`src/design/ohash_pkg.sv`:
```
// ----------------------------------------------------------------------------
// ohash_pkg
// Shared types and constants for the open-addressing hash table: field
// widths, action, status and slot mark codes, and controller/datapath structs.
// ----------------------------------------------------------------------------
package ohash_pkg;

	localparam int ACT_W  = 2;
	localparam int KEY_W  = 17;
	localparam int PAY_W  = 32;
	localparam int ST_W   = 2;
	localparam int SLOT_W = 3;
	localparam int CFG_W  = 4;

	// golden ratio fraction as an unsigned 0.32 value
	localparam logic [31:0] GOLDEN_Q32 = 32'd2654435769;
	localparam logic [CFG_W-1:0] CFG_RESET = 4'd8;

	localparam logic [ACT_W-1:0] ACT_INSERT = 2'd0;
	localparam logic [ACT_W-1:0] ACT_DELETE = 2'd1;
	localparam logic [ACT_W-1:0] ACT_SEARCH = 2'd2;

	localparam logic [ST_W-1:0] ST_OK      = 2'd0;
	localparam logic [ST_W-1:0] ST_FULL    = 2'd1;
	localparam logic [ST_W-1:0] ST_MISSING = 2'd2;

	typedef enum logic [1:0] {
		MARK_EMPTY   = 2'd0,
		MARK_USED    = 2'd1,
		MARK_DELETED = 2'd2
	} mark_t;

	typedef struct packed {
		mark_t             mark;
		logic [KEY_W-1:0]  key;
		logic [PAY_W-1:0]  payload;
	} entry_t;

	typedef struct packed {
		logic clear;
		logic load_in;
		logic hash1;
		logic hash2;
		logic read;
		logic check;
		logic load_out;
	} ctl_cmd_t;

	typedef struct packed {
		logic clear_last;
		logic check_done;
		logic out_free;
	} ctl_sts_t;

endpackage

```
`src/design/ohash_ctrl.sv`:
```
// ----------------------------------------------------------------------------
// ohash_ctrl
// Sequencer for the hash table: clearing pass after reset, hashing steps,
// one probe per cycle, then hand-off of the result to the output register.
// ----------------------------------------------------------------------------
module ohash_ctrl (
	input  logic                clk,
	input  logic                arst_n,
	input  logic                in_valid,
	output logic                in_ready,
	input  ohash_pkg::ctl_sts_t sts,
	output ohash_pkg::ctl_cmd_t cmd
);
	import ohash_pkg::*;

	typedef enum logic [2:0] {
		S_CLEAR,
		S_IDLE,
		S_HASH1,
		S_HASH2,
		S_READ,
		S_CHECK,
		S_OUT
	} state_t;

	state_t state_q;

	always_ff @(posedge clk or negedge arst_n) begin
		if (!arst_n) begin
			state_q <= S_CLEAR;
		end else begin
			case (state_q)
				S_CLEAR: if (sts.clear_last) state_q <= S_IDLE;
				S_IDLE:  if (in_valid) state_q <= S_HASH1;
				S_HASH1: state_q <= S_HASH2;
				S_HASH2: state_q <= S_READ;
				S_READ:  state_q <= S_CHECK;
				S_CHECK: if (sts.check_done) state_q <= S_OUT;
				S_OUT:   if (sts.out_free) state_q <= S_IDLE;
				default: state_q <= S_CLEAR;
			endcase
		end
	end

	always_comb begin
		cmd          = '0;
		cmd.clear    = (state_q == S_CLEAR);
		cmd.load_in  = (state_q == S_IDLE) && in_valid;
		cmd.hash1    = (state_q == S_HASH1);
		cmd.hash2    = (state_q == S_HASH2);
		cmd.read     = (state_q == S_READ);
		cmd.check    = (state_q == S_CHECK);
		cmd.load_out = (state_q == S_OUT) && sts.out_free;
	end

	assign in_ready = (state_q == S_IDLE);

endmodule

```
`src/design/ohash_dp.sv`:
```
// ----------------------------------------------------------------------------
// ohash_dp
// Datapath: slot count register, two-step multiplicative hash, slot memory
// with registered read, probe compare, result and output registers.
// ----------------------------------------------------------------------------
module ohash_dp #(
	parameter int TABLE_SLOTS = 8
) (
	input  logic                         clk,
	input  logic                         arst_n,
	input  ohash_pkg::ctl_cmd_t          cmd,
	output ohash_pkg::ctl_sts_t          sts,
	input  logic                         cfg_wr_en,
	input  logic [ohash_pkg::CFG_W-1:0]  cfg_wr_data,
	input  logic [ohash_pkg::ACT_W-1:0]  action,
	input  logic [ohash_pkg::KEY_W-1:0]  key,
	input  logic [ohash_pkg::PAY_W-1:0]  payload,
	output logic                         out_valid,
	input  logic                         out_ready,
	output logic [ohash_pkg::ST_W-1:0]   status,
	output logic [ohash_pkg::SLOT_W-1:0] slot,
	output logic [ohash_pkg::PAY_W-1:0]  found_payload
);
	import ohash_pkg::*;

	localparam int IDX_W = (TABLE_SLOTS > 1) ? $clog2(TABLE_SLOTS) : 1;
	localparam int CW    = IDX_W + 1;
	localparam int P1W   = KEY_W + 32;
	localparam int P2W   = 32 + CW;
	localparam logic [IDX_W-1:0] LAST_ROW = IDX_W'(TABLE_SLOTS - 1);

	entry_t mem [TABLE_SLOTS];

	logic [CFG_W-1:0] cfg_q;
	logic [ACT_W-1:0] act_q;
	logic [KEY_W-1:0] key_q;
	logic [PAY_W-1:0] pay_q;
	logic [CW-1:0]    n_q;
	logic [31:0]      frac_q;
	logic [IDX_W-1:0] idx_q;
	logic [CW-1:0]    cnt_q;
	logic [IDX_W-1:0] clr_q;
	entry_t           rd_q;

	logic [ST_W-1:0]   res_status_q;
	logic [SLOT_W-1:0] res_slot_q;
	logic [PAY_W-1:0]  res_found_q;
	logic              out_valid_q;
	logic [ST_W-1:0]   out_status_q;
	logic [SLOT_W-1:0] out_slot_q;
	logic [PAY_W-1:0]  out_found_q;

	logic [CW-1:0]    n_new;
	logic [P1W-1:0]   prod1;
	logic [P2W-1:0]   prod2;
	logic [CW-1:0]    idx_inc;
	logic [IDX_W-1:0] idx_nxt;
	logic             last_probe;
	logic [IDX_W-1:0] rd_addr;
	logic             mem_we;
	logic [IDX_W-1:0] mem_wa;
	entry_t           mem_wd;
	logic             done;
	logic             wr_hit;
	entry_t           wr_entry;
	logic [ST_W-1:0]  c_status;
	logic [PAY_W-1:0] c_found;

	// slot count in use, clamped to 1 .. TABLE_SLOTS
	always_comb begin
		if (cfg_q == '0) begin
			n_new = CW'(1);
		end else if (32'(cfg_q) > TABLE_SLOTS) begin
			n_new = CW'(TABLE_SLOTS);
		end else begin
			n_new = CW'(cfg_q);
		end
	end

	assign prod1 = P1W'(key_q) * P1W'(GOLDEN_Q32);
	assign prod2 = P2W'(frac_q) * P2W'(n_q);

	assign idx_inc    = CW'(idx_q) + CW'(1);
	assign idx_nxt    = (idx_inc == n_q) ? '0 : idx_inc[IDX_W-1:0];
	assign last_probe = (CW'(cnt_q + CW'(1)) == n_q);
	assign rd_addr    = cmd.check ? idx_nxt : idx_q;

	// probe decision on the entry read for idx_q
	always_comb begin
		done     = 1'b0;
		wr_hit   = 1'b0;
		wr_entry = rd_q;
		c_status = ST_MISSING;
		c_found  = '0;
		case (act_q)
			ACT_INSERT: begin
				if (rd_q.mark != MARK_USED) begin
					done             = 1'b1;
					wr_hit           = 1'b1;
					wr_entry.mark    = MARK_USED;
					wr_entry.key     = key_q;
					wr_entry.payload = pay_q;
					c_status         = ST_OK;
				end
			end
			ACT_DELETE: begin
				if (rd_q.mark == MARK_EMPTY) begin
					done = 1'b1;
				end else if (rd_q.mark == MARK_USED && rd_q.key == key_q) begin
					done          = 1'b1;
					wr_hit        = 1'b1;
					wr_entry.mark = MARK_DELETED;
					c_status      = ST_OK;
				end
			end
			ACT_SEARCH: begin
				if (rd_q.mark == MARK_EMPTY) begin
					done = 1'b1;
				end else if (rd_q.mark == MARK_USED && rd_q.key == key_q) begin
					done     = 1'b1;
					c_status = ST_OK;
					c_found  = rd_q.payload;
				end
			end
			default: begin
				done = 1'b1;
			end
		endcase
		// a full round without a stop
		if (!done && last_probe) begin
			done     = 1'b1;
			c_status = (act_q == ACT_INSERT) ? ST_FULL : ST_MISSING;
		end
	end

	always_comb begin
		mem_we = 1'b0;
		mem_wa = idx_q;
		mem_wd = wr_entry;
		if (cmd.clear) begin
			mem_we = 1'b1;
			mem_wa = clr_q;
			mem_wd = '{mark: MARK_EMPTY, key: '0, payload: '0};
		end else if (cmd.check && wr_hit) begin
			mem_we = 1'b1;
		end
	end

	always_ff @(posedge clk) begin
		if (mem_we) begin
			mem[mem_wa] <= mem_wd;
		end
		if (cmd.read || cmd.check) begin
			rd_q <= mem[rd_addr];
		end
	end

	always_ff @(posedge clk or negedge arst_n) begin
		if (!arst_n) begin
			cfg_q       <= CFG_RESET;
			clr_q       <= '0;
			out_valid_q <= 1'b0;
		end else begin
			if (cfg_wr_en) begin
				cfg_q <= cfg_wr_data;
			end
			if (cmd.clear) begin
				clr_q <= clr_q + IDX_W'(1);
			end
			if (cmd.load_out) begin
				out_valid_q <= 1'b1;
			end else if (out_ready) begin
				out_valid_q <= 1'b0;
			end
		end
	end

	always_ff @(posedge clk) begin
		if (cmd.load_in) begin
			act_q <= action;
			key_q <= key;
			pay_q <= payload;
			n_q   <= n_new;
		end
		if (cmd.hash1) begin
			frac_q <= prod1[31:0];
		end
		if (cmd.hash2) begin
			idx_q <= prod2[32 +: IDX_W];
			cnt_q <= '0;
		end
		if (cmd.check) begin
			if (done) begin
				res_status_q <= c_status;
				res_slot_q   <= (c_status == ST_OK) ? SLOT_W'(idx_q) : '0;
				res_found_q  <= c_found;
			end else begin
				idx_q <= idx_nxt;
				cnt_q <= cnt_q + CW'(1);
			end
		end
		if (cmd.load_out) begin
			out_status_q <= res_status_q;
			out_slot_q   <= res_slot_q;
			out_found_q  <= res_found_q;
		end
	end

	assign sts.clear_last = (clr_q == LAST_ROW);
	assign sts.check_done = done;
	assign sts.out_free   = !out_valid_q || out_ready;

	assign out_valid     = out_valid_q;
	assign status        = out_status_q;
	assign slot          = out_slot_q;
	assign found_payload = out_found_q;

	a_idx_in_range: assert property (@(posedge clk) disable iff (!arst_n)
		cmd.check |-> (CW'(idx_q) < n_q))
		else $error("probe index beyond slot count");

	a_cnt_in_range: assert property (@(posedge clk) disable iff (!arst_n)
		cmd.check |-> (cnt_q < n_q))
		else $error("probe count beyond slot count");

	a_load_when_free: assert property (@(posedge clk) disable iff (!arst_n)
		cmd.load_out |-> (!out_valid_q || out_ready))
		else $error("output register overwritten");

	a_load_shows: assert property (@(posedge clk) disable iff (!arst_n)
		cmd.load_out |=> out_valid)
		else $error("loaded result not presented");

	a_no_write_idle: assert property (@(posedge clk) disable iff (!arst_n)
		mem_we |-> (cmd.clear || cmd.check))
		else $error("slot memory written outside clear or probe");

endmodule

```
`src/design/open_addressing_hash_table.sv`:
```
// ----------------------------------------------------------------------------
// open_addressing_hash_table
// sequence: two hash steps and a memory read after an item is accepted, then
//   p probes (1 .. n, n = slots in use), one memory probe per cycle; out_valid
//   rises once the output register is free; the next item is accepted only
//   after that, but a waiting result does not block its acceptance
// reset: a clearing pass marks every slot empty, no item accepted meanwhile;
//   slot count register resets to 8, writable at any time
// ----------------------------------------------------------------------------
module open_addressing_hash_table #(
	parameter int TABLE_SLOTS = 8
) (
	input  logic                         clk,
	input  logic                         arst_n,
	input  logic                         cfg_wr_en,
	input  logic [ohash_pkg::CFG_W-1:0]  cfg_wr_data,
	input  logic                         in_valid,
	output logic                         in_ready,
	input  logic [ohash_pkg::ACT_W-1:0]  action,
	input  logic [ohash_pkg::KEY_W-1:0]  key,
	input  logic [ohash_pkg::PAY_W-1:0]  payload,
	output logic                         out_valid,
	input  logic                         out_ready,
	output logic [ohash_pkg::ST_W-1:0]   status,
	output logic [ohash_pkg::SLOT_W-1:0] slot,
	output logic [ohash_pkg::PAY_W-1:0]  found_payload
);
	import ohash_pkg::*;

	ctl_cmd_t cmd;
	ctl_sts_t sts;

	ohash_ctrl u_ctrl (
		.clk      (clk),
		.arst_n   (arst_n),
		.in_valid (in_valid),
		.in_ready (in_ready),
		.sts      (sts),
		.cmd      (cmd)
	);

	ohash_dp #(
		.TABLE_SLOTS (TABLE_SLOTS)
	) u_dp (
		.clk           (clk),
		.arst_n        (arst_n),
		.cmd           (cmd),
		.sts           (sts),
		.cfg_wr_en     (cfg_wr_en),
		.cfg_wr_data   (cfg_wr_data),
		.action        (action),
		.key           (key),
		.payload       (payload),
		.out_valid     (out_valid),
		.out_ready     (out_ready),
		.status        (status),
		.slot          (slot),
		.found_payload (found_payload)
	);

endmodule
```
`config.mk`:
```
export PLATFORM = sky130hd
export DESIGN_NAME = open_addressing_hash_table
export DESIGN_NICKNAME = d
export VERILOG_FILES = /design/src/design/ohash_pkg.sv /design/src/design/ohash_ctrl.sv /design/src/design/ohash_dp.sv /design/src/design/open_addressing_hash_table.sv
export SDC_FILE = /design/constraint.sdc
export NUM_CORES = 1
export LEC_CHECK = 0
export ABC_CLOCK_PERIOD_IN_PS = 17320
export BUFFER_PORTS_ARGS = -buffer_cell sky130_fd_sc_hd__buf_2
export CAP_MARGIN = 20
export CORE_ASPECT_RATIO = 1.1
export CORE_MARGIN = 3
export CORE_UTILIZATION = 35
export DETAILED_ROUTE_END_ITERATION = 12
export GPL_TIMING_DRIVEN = 0
export PLACE_DENSITY = 0.57
export SLEW_MARGIN = 0
export SYNTH_ARGS = -nofsm -noshare
export SYNTH_HDL_FRONTEND = slang
export SYNTH_SLANG_ARGS = --single-unit
export TNS_END_PERCENT = 20
```
`constraint.sdc`:
```
create_clock -name clk -period 17.32 [get_ports clk]
set_input_delay 2.598 -clock clk [delete_from_list [all_inputs] [get_ports clk]]
set_output_delay 2.598 -clock clk [all_outputs]
set_load 0.01 [all_outputs]
```
; ---- Word level (Yosys, flattened, before mapping)
; Memories as Yosys holds them, arrays and structs flattened. A register that Yosys moved wholly into a read port is not among the register bits.
; Cells that the tools add are included.
[totals]
reg_bits = 179
mem_bits_rw = 408
inputBits = 60
output_inout_bits = 39
mem_count = 1
[mem_list]
columns = memory, depth, width, rd, rd_ports_with_merged_regs, write_ports, line_no
row1 = u_dp.mem, 8, 51, 1, 1, 1, ohash_dp.sv:32  ; entry_t mem [TABLE_SLOTS];
[classes]
n_addsub = 3
multipliers = 2
n_lt_le_gt_ge = 1
eq_ne = 18
mux = 40
n_bitwise = 2
n_reduce_logical = 20
[ops]
columns = cell, count
row1 = $mux W51, 2
row2 = $mux W49, 1
row3 = $mul A32 B4 Y35, 1
row4 = $mul A17 B32 Y32 const B, 1
row5 = $mux W3, 10
row6 = $pmux W3 S7, 1
row7 = $eq A17 B17 Y1, 1
row8 = $mux W4, 4
row9 = $mux W2, 7
row10 = $eq A3 B3 Y1 const B, 4
row11 = $mux W1, 11
row12 = $eq A4 B4 Y1, 2
row13 = $pmux W2 S2, 2
row14 = $eq A3 B2 Y1 const B, 2
row15 = $logic_not A2 Y1, 3
row16 = $ne A2 B1 Y1 const B, 3
row17 = $logic_and A1 B1 Y1, 5
row18 = $add A3 B1 Y4 const B, 1
row19 = $add A4 B1 Y4 const B, 1
row20 = $eq A2 B1 Y1 const B, 2
row21 = $gt A4 B4 Y1 const B, 1
row22 = $logic_not A4 Y1, 1
row23 = $ne A2 B2 Y1 const B, 2
row24 = $pmux W1 S2, 2
row25 = 12 further kinds, 16

; ---- Logic depth before layout (Yosys ltp)
; Gate-level depths: netlist (run 1).
[depth]
word_depth = 10
depth_mapped = 21

; ---- By module
; A second synthesis (run 1) with hierarchy kept.
[hier_totals]
cells_unflattened = 2824
hier_area_um2 = 34244.1
[modules_own_cells]
columns = mod, instances, cells_per_inst, area_each_um2
row1 = ohash_dp, 1, 2799, 34020.1
row2 = ohash_ctrl, 1, 25, 224.0

; ---- Worst setup path before layout (run 1)
; Ideal clock, no wire load.
[synth_timing]
path_type = in2reg
start = in in_valid
end = reg u_dp.act_q[0] (enable)
setup_ns = 0.535
arrival_ns = 6.409
t_required_ns = 16.785
slack_ns = 10.376
path_stages = 2
path_cell_list = nand2_1 > nor3_1
[synth_rtl]
columns = item, line_no
row1 = "start, declared", open_addressing_hash_table.sv:17  ; input logic in_valid,
row2 = "end signal, assigned", ohash_dp.sv:180  ; act_q <= action;
row3 = "end, declared", ohash_dp.sv:35  ; logic [ACT_W-1:0] act_q;

; ---- Worst setup path after layout (run 1)
[layout_timing]
start = reg u_dp.key_q[5]
end = reg u_dp.frac_q[31] (data pin)
[layout_between]
elab_chain_len = 1
[layout_rtl]
columns = item, line_no
row1 = "start, declared", ohash_dp.sv:36  ; logic [KEY_W-1:0] key_q;
row2 = "start signal, assigned", ohash_dp.sv:181  ; key_q <= key;
row3 = $mul A17 B32 Y32, ohash_dp.sv:80  ; assign prod1 = P1W'(key_q) * P1W'(GOLDEN_Q32);
row4 = via u_dp.prod1[31], ohash_dp.sv:54  ; logic [P1W-1:0] prod1;
row5 = "end signal, assigned", ohash_dp.sv:186  ; frac_q <= prod1[31:0];
row6 = "end, declared", ohash_dp.sv:39  ; logic [31:0] frac_q;
; The timed path passes the listed nets, and every way through them passes these cells.
; A chain may end at the register's enable or synchronous reset.

==> reports/results.tsv, run 1 <==
stage	metric	value	unit
status	run_status	finished clean	
sta	slew_violations	0	
critical_path	worst-path-max-fanout	8	
place	detailed_place_hpwl	56600	um
place	finalWeightedCongestion	0.867	
logic_synthesis	netlist_instances	2259	
detailed_routing	route.detailed.drc	0	
detailed_routing	antenna_left	0	
final_layout	share_of_layout_cells_above_drive_strength_1	0.171	
floorplan	floorplan.die.width	301	um
sta	accumulated_negative_setup_slack	0	ns
final_layout	area.growth.synth_to_final	14.6	%
logic_synthesis	most_common_cell_in_the_netlist	edfxtp_1	
global_route	grt_use_total	0.162	
global_route	antenna_found_initial	2	
logic_synthesis	cells_taking_the_most_area_after_synthesis	edfxtp_1 (55%), fa_1 (13%), mux4_2 (6.8%)	
final_layout	postLayoutCoreUtil	0.407	
logic_synthesis	ys_ff_latch	638	
sta	slew-limit-headroom	0.281	
clock_tree	cts-buffers-inserted	66	
logic_synthesis	number_of_enable_type_register_cells_in_the_synthesized_netlist	620	
clock_tree	cts_tree	done	
sta	finalHoldViolations	0	
place	portBuffers	98	
sta	achievable-frequency	152	MHz
detailed_routing	avgRoutedWirePerCell	21.0	um
sta	rsz0062_at_grt	false	
logic_synthesis	synth_cell_types	67	
logic_synthesis	synth_fp_nets	2688	
global_route	grt_start_max_net_pins	33	
sta	fin_crit	6.59	ns
critical_path	timing.critical_path.from_type	register	
critical_path	r2r_slack	10.73	ns
logic_synthesis	synth_top_cell_by_area	edfxtp_1	
detailed_routing	route.final.wire_length	78900	um
global_route	grt.met3_usage	0.0227	
critical_path	end_kind	register	
global_route	grt_use_met2	0.290	
critical_path	worst_ep_required_time	17.65	ns
worst_hold_path	hold_removal_path_class	reg -> reg	
clock_tree	clkLatencyLatePin	0.61	ns
floorplan	rows	118	
detailed_routing	via_per_inst	4.95	
floorplan	initial_standard_cell_utilization_of_the_core	0.355	
logic_synthesis	postSynth.asyncResetShare	0.0172	
logic_synthesis	ys.flop_type	edfxtp_1	
critical_path	crit_family	adder cells	
clock_tree	cts-hold-fix-buffers	0	
floorplan	fp.coreArea	94600	um^2
clock_tree	root_buffer	clkbuf_16	
critical_path	critical_path.most_common_cell	fa_1	
sta	fin_skew	0.0241	ns
sta	setup_viol	0	
critical_path	timing_worst_setup_path_type	reg -> reg	
sta	slew_at_the_pin_closest_to_its_max_slew_limit	1.07	ns
clock_tree	clock_tree.htree_level_count	3	
clock_tree	post_cts_resize_count	0	
detailed_routing	number_of_drc_markers_in_iteration_0	1244	
critical_path	crit_path_max_incr_delay	0.78	ns
final_layout	design.final.nets	2882	
detailed_routing	vias	18600	
global_route	global_route_wire_length_before_repair	122000	um
clock_tree	cts_post_setup_buffers_inserted	0	
detailed_routing	detailedRoute.firstPassIterationCount	5	
logic_synthesis	syn_avg_cell_area	14.9	um^2
critical_path	critical_path.n_buffers_inverters	4	
critical_path	cp_cell_sequence	inv_1, fa_1, fa_1, inv_1, fa_1, fa_1, fa_1, inv_1, fa_1, inv_1, ha_1, a21o_1, a21o_1, a2111oi_0, a31oi_1, a31o_2, a21o_1, a21oi_1, xnor2_1	
floorplan	die_h	331	um
global_route	globalRoute.busiestLayer	met2	
critical_path	endpoint_arrival_time_on_the_critical_path	6.92	ns
clock_tree	path_clk_slew	0.07	ns
global_route	grt-ovfl-total	0	
logic_synthesis	summed_instance_area_of_the_synthesized_netlist	33600	um^2
sta	layout_worst_path_cycle_share	0.380	
global_route	vias_in_the_first_global_route	20300	
logic_synthesis	synth.top_cell.area_share	0.554	
logic_synthesis	yosysSeqAreaShare	0.566	
clock_tree	clock_tree.buffer_depth	3	
job	drv_cap	0	
floorplan	dieArea	99800	um^2
floorplan	io_pins	99	
logic_synthesis	synth_commonest_cells	edfxtp_1 (620), inv_1 (316), nand2_1 (223), fa_1 (214), ha_1 (155)	
critical_path	cp_slowest_cell	edfxtp_1	
global_route	grtUsageMet1	0.204	
clock_tree	clock_sinks	638	
logic_synthesis	synth.yosys.warnings	0	
-- routing by layer --
layer | vias up | share of wire
met3 | 113 | 0.047
met1 | 9679 | 0.41
met5 | - | 0
met2 | 446 | 0.52
li1 | 8370 | -
met4 | 0 | 0.024
-- per-stage QoR --
stage                     hold WS [ns]  setup slack [ns]  instance area (um^2)  instances
after floorplan                  0.400             10.38                 33600       2259
after global placement           0.407              4.40                 35700       3617
after detailed placement         0.405             10.65                 36300       3645
after CTS                        0.411             10.65                 38500       3758
after global routing             0.427             10.18                 38500       3758
final                            0.414             10.73                 38500       3759
-- cell families (layout without fill, tap and decap cells) --
family | count (synthesis) | in the layout | share of synthesized area
flip-flops | 638 | 638 | 0.566
AND/OR/NAND/NOR | 438 | 438 | 0.0602
buffers and inverters | 385 | 624 | 0.0463
adder cells (fa/ha/maj) | 369 | 369 | 0.185
AO/OA/AOI/OAI | 203 | 203 | 0.0370
multiplexers | 160 | 160 | 0.0874
XOR/XNOR | 66 | 66 | 0.0176
other | 0 | 1 | 0
-- worst paths after layout --
| path | start | to | cells after the start |
|---|---|---|---|
| setup / recovery | u_dp.key_q[5] | u_dp.frac_q[31] | 19 |
| hold / removal | u_dp.res_found_q[30] | u_dp.found_payload[30] | 0 |
| max in group asynchronous | arst_n | u_dp.cfg_q[3] | 1 |
| min in group asynchronous | arst_n | u_dp.cfg_q[1] | 1 |
| hold reg to reg | u_dp.res_found_q[30] | u_dp.found_payload[30] | 0 |
| setup reg to reg | u_dp.key_q[5] | u_dp.frac_q[31] | 19 |
-- state kept, by name, indices dropped and copies added (netlist names), 4 cells and up --
signal              count
u_dp.key_q             17
u_dp.rd_q              51
u_dp.n_q                4
u_dp.pay_q             32
u_dp.res_found_q       32
u_dp.frac_q            32
u_dp.mem              408
u_dp.found_payload     32
u_dp.cnt_q              4
u_dp.cfg_q              4
-- layout by cell type, fill, tap and decap left out, drive strengths merged, types with 3 or more instances in the layout --
cell,n
bufinv,10
a21o,21
o31ai,4
clkinvlp,3
mux4,101
edfxtp,620
mux2,57
o21ai,34
nor4,4
a21oi,92
nand4,9
fa,214
dfxtp,7
a31oi,5
clkinv,21
o21a,3
and4,3
a211oi,7
xor2,19
clkbuf,114
a21boi,5
o21bai,3
nor3,21
nor2b,8
buf,154
and3,6
a2111oi,3
dfrtp,10
xnor2,46
o211ai,4
inv,322
nand2,223
nand2b,11
nor2,57
nand3,18
ha,155
and2,69
-- cell type report --
| type | instances | area (um^2) |
|---|---|---|
| antenna | 1 | 2.50 |
| buffer | 69 | 369 |
| clock buffer | 73 | 1720 |
| clock inverter | 40 | 523 |
| fill | 8562 | 56100 |
| inverter | 316 | 1190 |
| multi-input combinational | 1236 | 13100 |
| sequential | 638 | 19000 |
| tap | 1260 | 1580 |
| timing repair buffer | 126 | 997 |
Power of run 1 is left out: the tool's default activity adds up to more than one toggle a clock period on the data nets, which glitch-free logic cannot reach.
==> inputs of run 2 (changes only) <==
--- a/config.mk
+++ b/config.mk
@@ -5,7 +5,7 @@
 export SDC_FILE = /design/constraint.sdc
 export NUM_CORES = 1
 export LEC_CHECK = 0
-export ABC_CLOCK_PERIOD_IN_PS = 17320
+export ABC_CLOCK_PERIOD_IN_PS = 5600
 export BUFFER_PORTS_ARGS = -buffer_cell sky130_fd_sc_hd__buf_2
 export CAP_MARGIN = 20
 export CORE_ASPECT_RATIO = 1.1
@@ -13,7 +13,7 @@
 export CORE_UTILIZATION = 35
 export DETAILED_ROUTE_END_ITERATION = 12
 export GPL_TIMING_DRIVEN = 0
-export PLACE_DENSITY = 0.57
+export PLACE_DENSITY = 0.59
 export SLEW_MARGIN = 0
 export SYNTH_ARGS = -nofsm -noshare
 export SYNTH_HDL_FRONTEND = slang
==> constraint.sdc (replaced) <==
create_clock -name clk -period 5.6 [get_ports clk]
set_input_delay 0.84 -clock clk [delete_from_list [all_inputs] [get_ports clk]]
set_output_delay 0.84 -clock clk [all_outputs]
set_load 0.01 [all_outputs]
==> run 2 against run 1 <==
Compared with the run above:
- the run now ends with setup timing left
- sequential share of layout area fell by 0.86 points
- via count increased by 1.8%
- clock skew is 0.024 ns higher
- critical endpoint unchanged
- highest routed layer unchanged
==> reports/results.tsv, run 2 (synthesized netlist as in run 1, its figures left out) <==
stage	metric	value	unit
sta	hold_worst_slack	0.119	ns
floorplan	die_h	331	um
detailed_routing	antenna_left	0	
critical_path	crit_family	adder cells	
critical_path	r2r_slack	-0.14	ns
sta	fin_skew	0.0481	ns
critical_path	worst_ep_required_time	5.93	ns
place	dpl_worst_slack	-1.14	ns
place	detailed_place_hpwl	55900	um
job	drv_cap	0	
final_layout	largest_reg_flops	408	
global_route	antenna_found_initial	2	
critical_path	critical_path.n_buffers_inverters	3	
sta	layout_setup_ws	-0.138	ns
final_layout	design.final.nets	2928	
final_layout	mostFrequentLayoutCell	edfxtp_1	
floorplan	io_pins	99	
final_layout	largestRegisters	u_dp.mem x408, u_dp.rd_q x51	
floorplan	rows	118	
detailed_routing	detailedRoute.firstPassIterationCount	5	
critical_path	worst-path-max-fanout	4	
sta	layout_worst_path_cycle_share	1.02	
clock_tree	clock_tree.buffer_depth	3	
final_layout	area.growth.synth_to_final	16.6	%
detailed_routing	route.detailed.drc	0	
place	finalWeightedCongestion	0.882	
place	portBuffers	98	
detailed_routing	number_of_drc_markers_in_iteration_0	1288	
floorplan	fp.coreArea	94600	um^2
sta	slew_violations	0	
detailed_routing	avgRoutedWirePerCell	21.1	um
worst_hold_path	hold_removal_path_class	in -> async	
critical_path	endpoint_arrival_time_on_the_critical_path	6.07	ns
floorplan	floorplan.die.width	301	um
detailed_routing	via_per_inst	4.97	
clock_tree	root_buffer	clkbuf_16	
global_route	grt_start_max_net_pins	33	
sta	slew_at_the_pin_closest_to_its_max_slew_limit	0.950	ns
critical_path	cp_cell_sequence	fa_2, buf_4, ha_4, inv_1, fa_1, inv_1, fa_2, fa_2, fa_1, ha_4, a21o_1, a21o_1, a2111oi_4, a31oi_2, a31o_2, a21o_1, a21oi_2, xnor2_1	
critical_path	cp_slowest_cell	edfxtp_1	
floorplan	dieArea	99800	um^2
global_route	vias_in_the_first_global_route	20600	
clock_tree	cts-hold-fix-buffers	0	
final_layout	most_flop_heavy_register	u_dp.mem	
critical_path	crit_path_max_incr_delay	0.57	ns
detailed_routing	vias	18900	
final_layout	share_of_layout_cells_above_drive_strength_1	0.205	
status	violations	setup timing	
sta	finalHoldViolations	0	
status	run_status	finished with violations	
final_layout	mostFrequentLayoutCells	edfxtp_1 (620), inv_1 (310), nand2_1 (223), fa_1 (197), ha_1 (133)	
clock_tree	path_clk_slew	0.06	ns
sta	setup_viol	5	
critical_path	end_kind	register	
clock_tree	clkLatencyLatePin	0.63	ns
detailed_routing	route.final.wire_length	80400	um
clock_tree	clock_tree.htree_level_count	3	
critical_path	timing.critical_path.from_type	register	
clock_tree	clock_sinks	638	
sta	achievable-frequency	174	MHz
sta	rsz0062_at_grt	true	
clock_tree	cts_tree	done	
sta	slew-limit-headroom	0.367	
critical_path	timing_worst_setup_path_type	reg -> reg	
sta	fin_crit	5.74	ns
clock_tree	cts-buffers-inserted	67	
global_route	global_route_wire_length_before_repair	124000	um
floorplan	initial_standard_cell_utilization_of_the_core	0.355	
global_route	grt_use_total	0.164	
global_route	grt-ovfl-total	0	
## run 2: changes by cell type in the layout (fill, tap and decap cells not counted), sizes merged
cell	previous run	this run
bufinv	10	3
clkbuf	114	126
inv	322	321
buf	154	199
clkinv	21	28
clkinvlp	3	0
## run 2: layout make-up
cell class	count	area (um^2)
Inverter	316	1190
Clock buffer	85	1790
Buffer	69	369
Tap cell	1260	1580
Sequential cell	638	19000
Fill cell	8449	55400
Antenna cell	1	2.50
Clock inverter	36	323
Multi-Input combinational cell	1236	13500
Timing Repair Buffer	171	1430
## run 2: final timing paths
check / to / startpoint / depth (start not counted)
setup / recovery: u_dp.frac_q[31] / u_dp.key_q[3] / 18
min in group clk: u_dp.key_q[13] / key[13] / 1
max in group asynchronous: u_dp.cfg_q[3] / arst_n / 1
setup reg to reg: u_dp.frac_q[31] / u_dp.key_q[3] / 18
hold / removal: u_dp.cfg_q[0] / arst_n / 1
hold reg to reg: u_dp.slot[1] / u_dp.res_slot_q[1] / 0
## run 2: layer usage
| layer | vias up | global-route usage | part of all wire |
|---|---|---|---|
| li1 | 8474 | - | - |
| met1 | 9909 | 0.209 | 0.42 |
| met4 | 0 | 0.0510 | 0.028 |
| met2 | 438 | 0.289 | 0.51 |
| met3 | 127 | 0.0252 | 0.044 |
| met5 | - | 0 | 0 |
## run 2: repair_timing
action | in CTS | in global routing
setup buffers | 44 | 0
gates resized for setup | 71 | 19
endpoints found under the hold margin | 0 | 0
pin swaps | 34 | 12
setup endpoints to repair | 15 | 11
## run 2: stage by stage
| stage | std cells | utilization | area, um^2 | TNS (ns) |
|---|---|---|---|---|
| finish | 3812 | 0.414 | 39200 | -0.439 |
| global placement | 3617 | 0.377 | 35700 | -2122.70 |
| global route | 3811 | 0.414 | 39200 | -1.68 |
| floorplan | 2259 | - | 33600 | -0.185 |
| CTS | 3810 | 0.413 | 39100 | -0.232 |
| detailed placement | 3645 | 0.384 | 36300 | -8.99 |
Power of run 2 is left out for the same reason.
